### src/hw/rtl/lbbr_pkg.sv
// Types and constants of the longest balanced bracket run block.
`default_nettype none

package lbbr_pkg;

  localparam int unsigned FIELD_W = 13;
  localparam logic [FIELD_W-1:0] FIELD_MAX = '1;

  localparam logic [7:0] OPEN_SYM  = 8'd40;
  localparam logic [7:0] CLOSE_SYM = 8'd41;

  typedef struct packed {
    logic [7:0] symbol;
    logic       last;
  } in_beat_t;

  typedef struct packed {
    logic [FIELD_W-1:0] run_length;
    logic [FIELD_W-1:0] best_length;
    logic [FIELD_W-1:0] best_count;
    logic               final_res;
    logic               too_long;
  } out_beat_t;

  // Controls of one update step.
  typedef struct packed {
    logic full;
    logic is_close;
    logic prev_open;
    logic span_ok;
    logic rd_open;
  } step_ctl_t;

endpackage

`default_nettype wire

### src/hw/rtl/lbbr_calc.sv
// Run length of one byte and the running best length and hit count.
`default_nettype none

module lbbr_calc #(
  parameter int unsigned LW = 13
) (
  input  wire lbbr_pkg::step_ctl_t ctl_i,
  input  wire logic [LW-1:0]       prev_run_i,
  input  wire logic [LW-1:0]       prev2_run_i,
  input  wire logic [LW-1:0]       rd_run_i,
  input  wire logic [LW-1:0]       best_i,
  input  wire logic [LW-1:0]       hits_i,
  output logic      [LW-1:0]       run_o,
  output logic      [LW-1:0]       best_o,
  output logic      [LW-1:0]       hits_o
);

  always_comb begin
    run_o = '0;
    if (!ctl_i.full && ctl_i.is_close) begin
      if (ctl_i.prev_open) begin
        run_o = prev2_run_i + LW'(2);
      end else if (ctl_i.span_ok && ctl_i.rd_open) begin
        run_o = rd_run_i + prev_run_i + LW'(2);
      end
    end
  end

  always_comb begin
    best_o = best_i;
    hits_o = hits_i;
    if (!ctl_i.full) begin
      if (run_o == best_i) begin
        hits_o = hits_i + LW'(1);
      end else if (run_o > best_i) begin
        best_o = run_o;
        hits_o = LW'(1);
      end
    end
  end

endmodule

`default_nettype wire

### config.mk
export PLATFORM = sky130hd
export DESIGN_NAME = lbbr_calc
export DESIGN_NICKNAME = d
export VERILOG_FILES = /design/src/hw/rtl/lbbr_pkg.sv /design/src/hw/rtl/lbbr_calc.sv
export SDC_FILE = /design/constraint.sdc
export NUM_CORES = 1
export LEC_CHECK = 0
export BUFFER_PORTS_ARGS = -buffer_cell sky130_fd_sc_hd__buf_4
export CORE_ASPECT_RATIO = 1.5
export CORE_MARGIN = 4
export CORE_UTILIZATION = 25
export DETAILED_ROUTE_END_ITERATION = 6
export GPL_TIMING_DRIVEN = 0
export REMOVE_ABC_BUFFERS = 1
export SLEW_MARGIN = 40
export SYNTH_ARGS = -nofsm -noshare
export SYNTH_HDL_FRONTEND = slang
export SYNTH_SLANG_ARGS = --single-unit
### constraint.sdc
create_clock -name vclk -period 6.9
set_input_delay 1.38 -clock vclk [all_inputs]
set_output_delay 1.38 -clock vclk [all_outputs]
set_load 0.005 [all_outputs]
==> results.md, run 1 <==
* Max Cap Viol at 0
* GRT overflow at 0
* Worst VDD drop at 0.0000269 V
* Placer congestion estimate at 0.835
* Leak at 1.42 nW
* Setup crit end kind: output pin
* Syn-to-layout area delta at 55.3%
* Antenna cell count at 0
* Std cell rows at 39
* Unrepaired setup endpoints after global routing: no
* Gr usage total at 14.8%
* Clock buffers at 0
* Setup Viol. Count Final at 0
* Hold Fails Final Rpt at 0
* Final net count at 518
* Most frequent cells in the layout: 116 x buf_4, 35 x ha_1, 28 x nand2_1, 27 x o21ai_0
* I/O Buffers at 109
* Largest net degree at the start of global routing at 22
* Cell variety after synth at 45
* Core area at 7660 um2
* Vias at 2557
* Run status: completed
* Slew @ Worst Pin at 532 ps
* Cell depth of the worst hold path at 3
* Die X at 80.5 um
* Syn. warnings at 0
* Hold Startpoint: hits_i[0]
* Vias per Instance at 5.02
* Achievable Freq at 0.152 GHz
* Hold endpoint: hits_o[0]
* Post-CTS Hold Fix Bufs at 0
* Seq/Total Area, Yosys at 0%
* Slew Viols, Final at 0
* Die area at 9410 um2
* Final instance area at 3060 um2
* Seq. cell area at 0 um2
* DR iter-0 viols at 86
* Multi-input logic area at 1960 um2
* Tcrit/Tclk final at 95.6%
* Layout Utilization at 40.0%
* Critical path fanouts, max at 7
* Post-synthesis cell count at 299
* Yosys top cell area share at 24.1%
* FF+latch count at 0
* Initial Util at 25.8%
* Antenna violations before repair at 0
* Synth Cell Area at 1970 um2
* Fill count at 829
* Avg Cell Area, Syn at 6.60 um2
* Share of cells above drive strength 1 at 34.9%
* Number of global-route vias before repair at 2576
* First-pass GRT wire length at 11.5 mm
* DR WL/cell at 14.1 um
* Die Ht at 117 um
* Final WL at 7.18 mm
* CP startpoint: prev_run_i[1]
* WP data required at 5520 ps
* DPL Wire Length at 6.29 mm
* Placed instance area at 2910 um2
* CP startpoint kind: input port
* Pwr dens at 66.5 nW/um2
* CP Data Arrival Time at 5220 ps
* CP Class: input port to output pin
* Synth top area cells: ha_1 24%, o21ai_0 7.4%, a21oi_1 6.8%
* Most common cell after layout, fill and taps aside: buf_4
* Area leader, netlist: ha_1
* Io pins at 109
* Drt first pass iters at 4
* Tmin final at 6600 ps
* DRC at 0
* Relative slew margins at 64.4%
* Hold Crit Class: input port to output pin
* Post-route ant nets at 0
-- critical path: stages --
cell and delay, ps:
buf_4 80, inv_1 30, ha_1 270, inv_1 60, ha_2 170, inv_1 50
fa_2 340, nand2b_4 170, a21oi_4 230, o31ai_2 90, or3_1 300, and3_2 230
nor2_4 120, ha_4 180, nand4_4 100, nor4_4 290, buf_4 180, nand3_4 90
or3_1 330, or3_1 300, o21ai_0 90, buf_4 140
-- how the worst max path moves through the flow --
stage,end,slack [ps],cells past startpoint
after global placement,best_o[10],-1450,19
after global routing,hits_o[12],10,22
final,hits_o[12],300,22
after detailed placement,hits_o[7],-440,21
after floorplan,best_o[7],-130,18
after CTS,hits_o[12],10,22
-- routing by layer --
layer / GRT usage [%] / vias up / routed length [um]
met1: 15.8 / 1143 / 2680
li1: - / 1324 / -
met2: 30.3 / 82 / 3850
met5: 0 / - / 0
met3: 2.22 / 8 / 530
met4: 2.14 / 0 / 112
-- report_power, final --
part / total, W / internal, W / switching (W)
clock network: 0 / 0 / 0
logic: 0.000204 / 0.000102 / 0.000102
registers: 0 / 0 / 0
total: 0.000204 / 0.000102 / 0.000102
-- cell usage after synthesis (5+ instances only) --
| cell type | instances |
|---|---|
| nor3_1 | 8 |
| clkbuf_1 | 9 |
| nand2_1 | 28 |
| xor2_1 | 9 |
| a22oi_1 | 6 |
| nor2b_1 | 6 |
| nand3_1 | 7 |
| inv_1 | 25 |
| o22ai_1 | 8 |
| o21ai_0 | 29 |
| a21oi_1 | 27 |
| nand4_1 | 9 |
| nand2b_1 | 5 |
| ha_1 | 38 |
| xnor2_1 | 8 |
| nor2_1 | 24 |
| a211oi_1 | 6 |
-- kinds of logic after synthesis --
group / count (synthesis) / synth area share [%]
and+or+nand+nor: 109 / 29.7
AOI/OAI and AO/OA: 96 / 29.2
adders and majority gates: 39 / 25.1
buffers and inverters: 35 / 6.72
xor gates and xnor gates: 17 / 7.55
muxes: 3 / 1.71
-- final cells by class --
cell class                      instances  share of cell area [%]
Tap cell                              102                    4.16
Inverter                               25                    3.06
Multi-Input combinational cell        264                    63.9
Timing Repair Buffer                  118                    28.9
-- stage by stage --
step,power (W),std cells,hold WS (ps),worst slack (ps),TNS [ps]
after floorplan,0.000103,289,2810,-133,-749
after global placement,0.000187,500,3040,-1450,-19480
after detailed placement,0.000191,502,3050,-438,-4870
after CTS,0.000194,505,3050,12.9,0
after global routing,0.000228,509,3060,12.1,0
final,0.000204,509,3050,304,0
-- timing repair --
item / 4_1_cts / 5_1_grt
setup buffers: 3 / 4
gates resized for setup: 4 / 19
pin swaps: 2 / 4
setup endpoints to repair: 24 / 24
Power figures use the tool's default switching activity.
==> run 2: changes to the inputs <==
- CORE_UTILIZATION: 25 -> 48
- PLACE_DENSITY: default -> 0.86
==> results.md, run 2 (synthesis results as in run 1) <==
* DRC at 0 (unchanged)
* Relative slew margins at 51.6% (-13 points)
* Seq. cell area at 0 um2 (unchanged)
* Share of cells above drive strength 1 at 32.3% (-2.5 points)
* Crit-path slowest cell: nor4_4
* DPL Wire Length at 5.62 mm (-11%)
* Placer congestion estimate at 0.928 (+11%)
* Antenna violations before repair at 0 (unchanged)
* Pwr dens at 66.7 nW/um2 (+0.23%)
* Post-CTS Hold Fix Bufs at 0 (unchanged)
* I/O Buffers at 109 (unchanged)
* Hold Fails Final Rpt at 0 (unchanged)
* Leak at 1.42 nW (about the same)
* Antenna cell count at 0 (unchanged)
* CP delay by family, top: simple AND/OR/NAND/NOR gates
* Clock buffers at 0 (unchanged)
* Critical Path Stages at 17 (-23%)
* Final instance area at 2930 um2 (-4.5%)
* Most frequent cells in the layout: 115 x buf_4, 38 x ha_1, 28 x nand2_1, 28 x o21ai_0
* Syn-to-layout area delta at 48.3%
* Largest net degree at the start of global routing at 22 (unchanged)
* Tmin final at 6710 ps (+112 ps)
* Die area at 5220 um2 (-44%)
* Buffers & Inverters on Critical Path at 2 (-4)
* WP data required at 5520 ps (about the same)
* Core area at 3960 um2 (-48%)
* Inst Count DP at 444 (-12%)
* Max incr delay on CP at 390 ps (+50 ps)
* Most common cell after layout, fill and taps aside: buf_4
* DR iter-0 viols at 92 (+7.0%)
* Drt first pass iters at 4 (unchanged)
* Layout Utilization at 73.9% (+34 points)
* Std cell rows at 28 (-28%)
* Fill count at 336 (-59%)
* First-pass GRT wire length at 10.4 mm (-9.3%)
* Hold Worst Slack at 3040 ps (-8.85 ps)
* Critical path fanouts, max at 4 (-3)
* Die X at 60.4 um (-25%)
* CP Class: input port to output pin
* Post-route ant nets at 0 (unchanged)
* Number of global-route vias before repair at 2526 (-1.9%)
* DR WL/cell at 14.8 um (+4.8%)
* Slew @ Worst Pin at 723 ps (+191 ps)
* Gr usage total at 24.3% (+9.5 points)
* Worst VDD drop at 0.0000508 V (+89%)
* Io pins at 109 (unchanged)
* Initial Util at 49.8% (+24 points)
* Final WL at 6.65 mm (-7.3%)
* Vias at 2632 (+2.9%)
* Achievable Freq at 0.149 GHz (-1.7%)
* GRT overflow at 0 (unchanged)
* Slew Viols, Final at 0 (unchanged)
* Cell depth of the worst hold path at 3 (unchanged)
* CP Data Arrival Time at 5330 ps (+110 ps)
* Setup crit end kind: output pin
* Placed instance area at 2830 um2 (-2.6%)
* CP startpoint kind: input port
* Vias per Instance at 5.85 (+16%)
* Die Ht at 86.5 um (-26%)
* Run status: completed
* Setup Viol. Count Final at 0 (unchanged)
* Worst path cell trace: buf_4 > ha_1 > ha_1 > a211oi_1 > o21ai_0 > a21oi_1 > xnor2_1 > a22oi_1 > nor2_1 > ha_1 > nand4_2 > nor4_4 > nand3_4 > or3_1 > or3_1 > o21ai_0 > buf_4
* Final Non-Filler Cells at 450 (-12%)
* FF+latch count at 0 (unchanged)
* Final net count at 516 (-0.39%)
* Max Cap Viol at 0 (unchanged)
* Tcrit/Tclk final at 97.2% (+1.6 points)
* Critical Path Most Common Cell: ha_1
* Hold Crit Class: input port to output pin
[run 2: changes by cell type in the layout (fill, tap and decap cells not counted), moves of 2 or more]
cell / previous run / this run
a211oi_1: 2 / 5
ha_2: 2 / 0
ha_1: 35 / 38
a211oi_2: 3 / 0
[run 2: final timing paths]
| check | from | to | slack [ps] |
|---|---|---|---|
| hold / removal | hits_i[0] | hits_o[0] | 3040 |
| setup / recovery | prev_run_i[2] | hits_o[12] | 190 |
[run 2: final cells by class]
| class | count | area [um2] | area share (%) |
|---|---|---|---|
| timing repair buffer | 116 | 875 | 29.9 |
| tap | 45 | 56.3 | 1.92 |
| inverter | 25 | 93.8 | 3.21 |
| multi-input combinational | 264 | 1900 | 65.0 |
[run 2: what timing repair did]
item / CTS / global route
gates resized for setup: 2 / 8
endpoints found under the setup margin: 26 / 25
endpoints found under the hold margin: 0 / 0
pin swaps: 2 / 5
setup buffers: 2 / 4
[run 2: routing by layer]
layer  share of wire (%)  GRT usage (%)
met5                   0              0
met4                 3.1           5.44
met3                 7.7           3.13
met2                  55           49.4
met1                  34           24.6
[run 2: power by group]
part	switching, W	internal (W)
logic	0.0000976	0.0000974
registers	0	0
clock network	0	0
[run 2: stage by stage]
stage | total power (W) | setup slack [ps] | TNS [ps]
final | 0.000195 | 193 | 0
after global placement | 0.000181 | -1230 | -14440
after floorplan | 0.000103 | -133 | -749
after CTS | 0.000188 | 47.7 | 0
after global routing | 0.000216 | -79.2 | -245
after detailed placement | 0.000186 | -322 | -3320
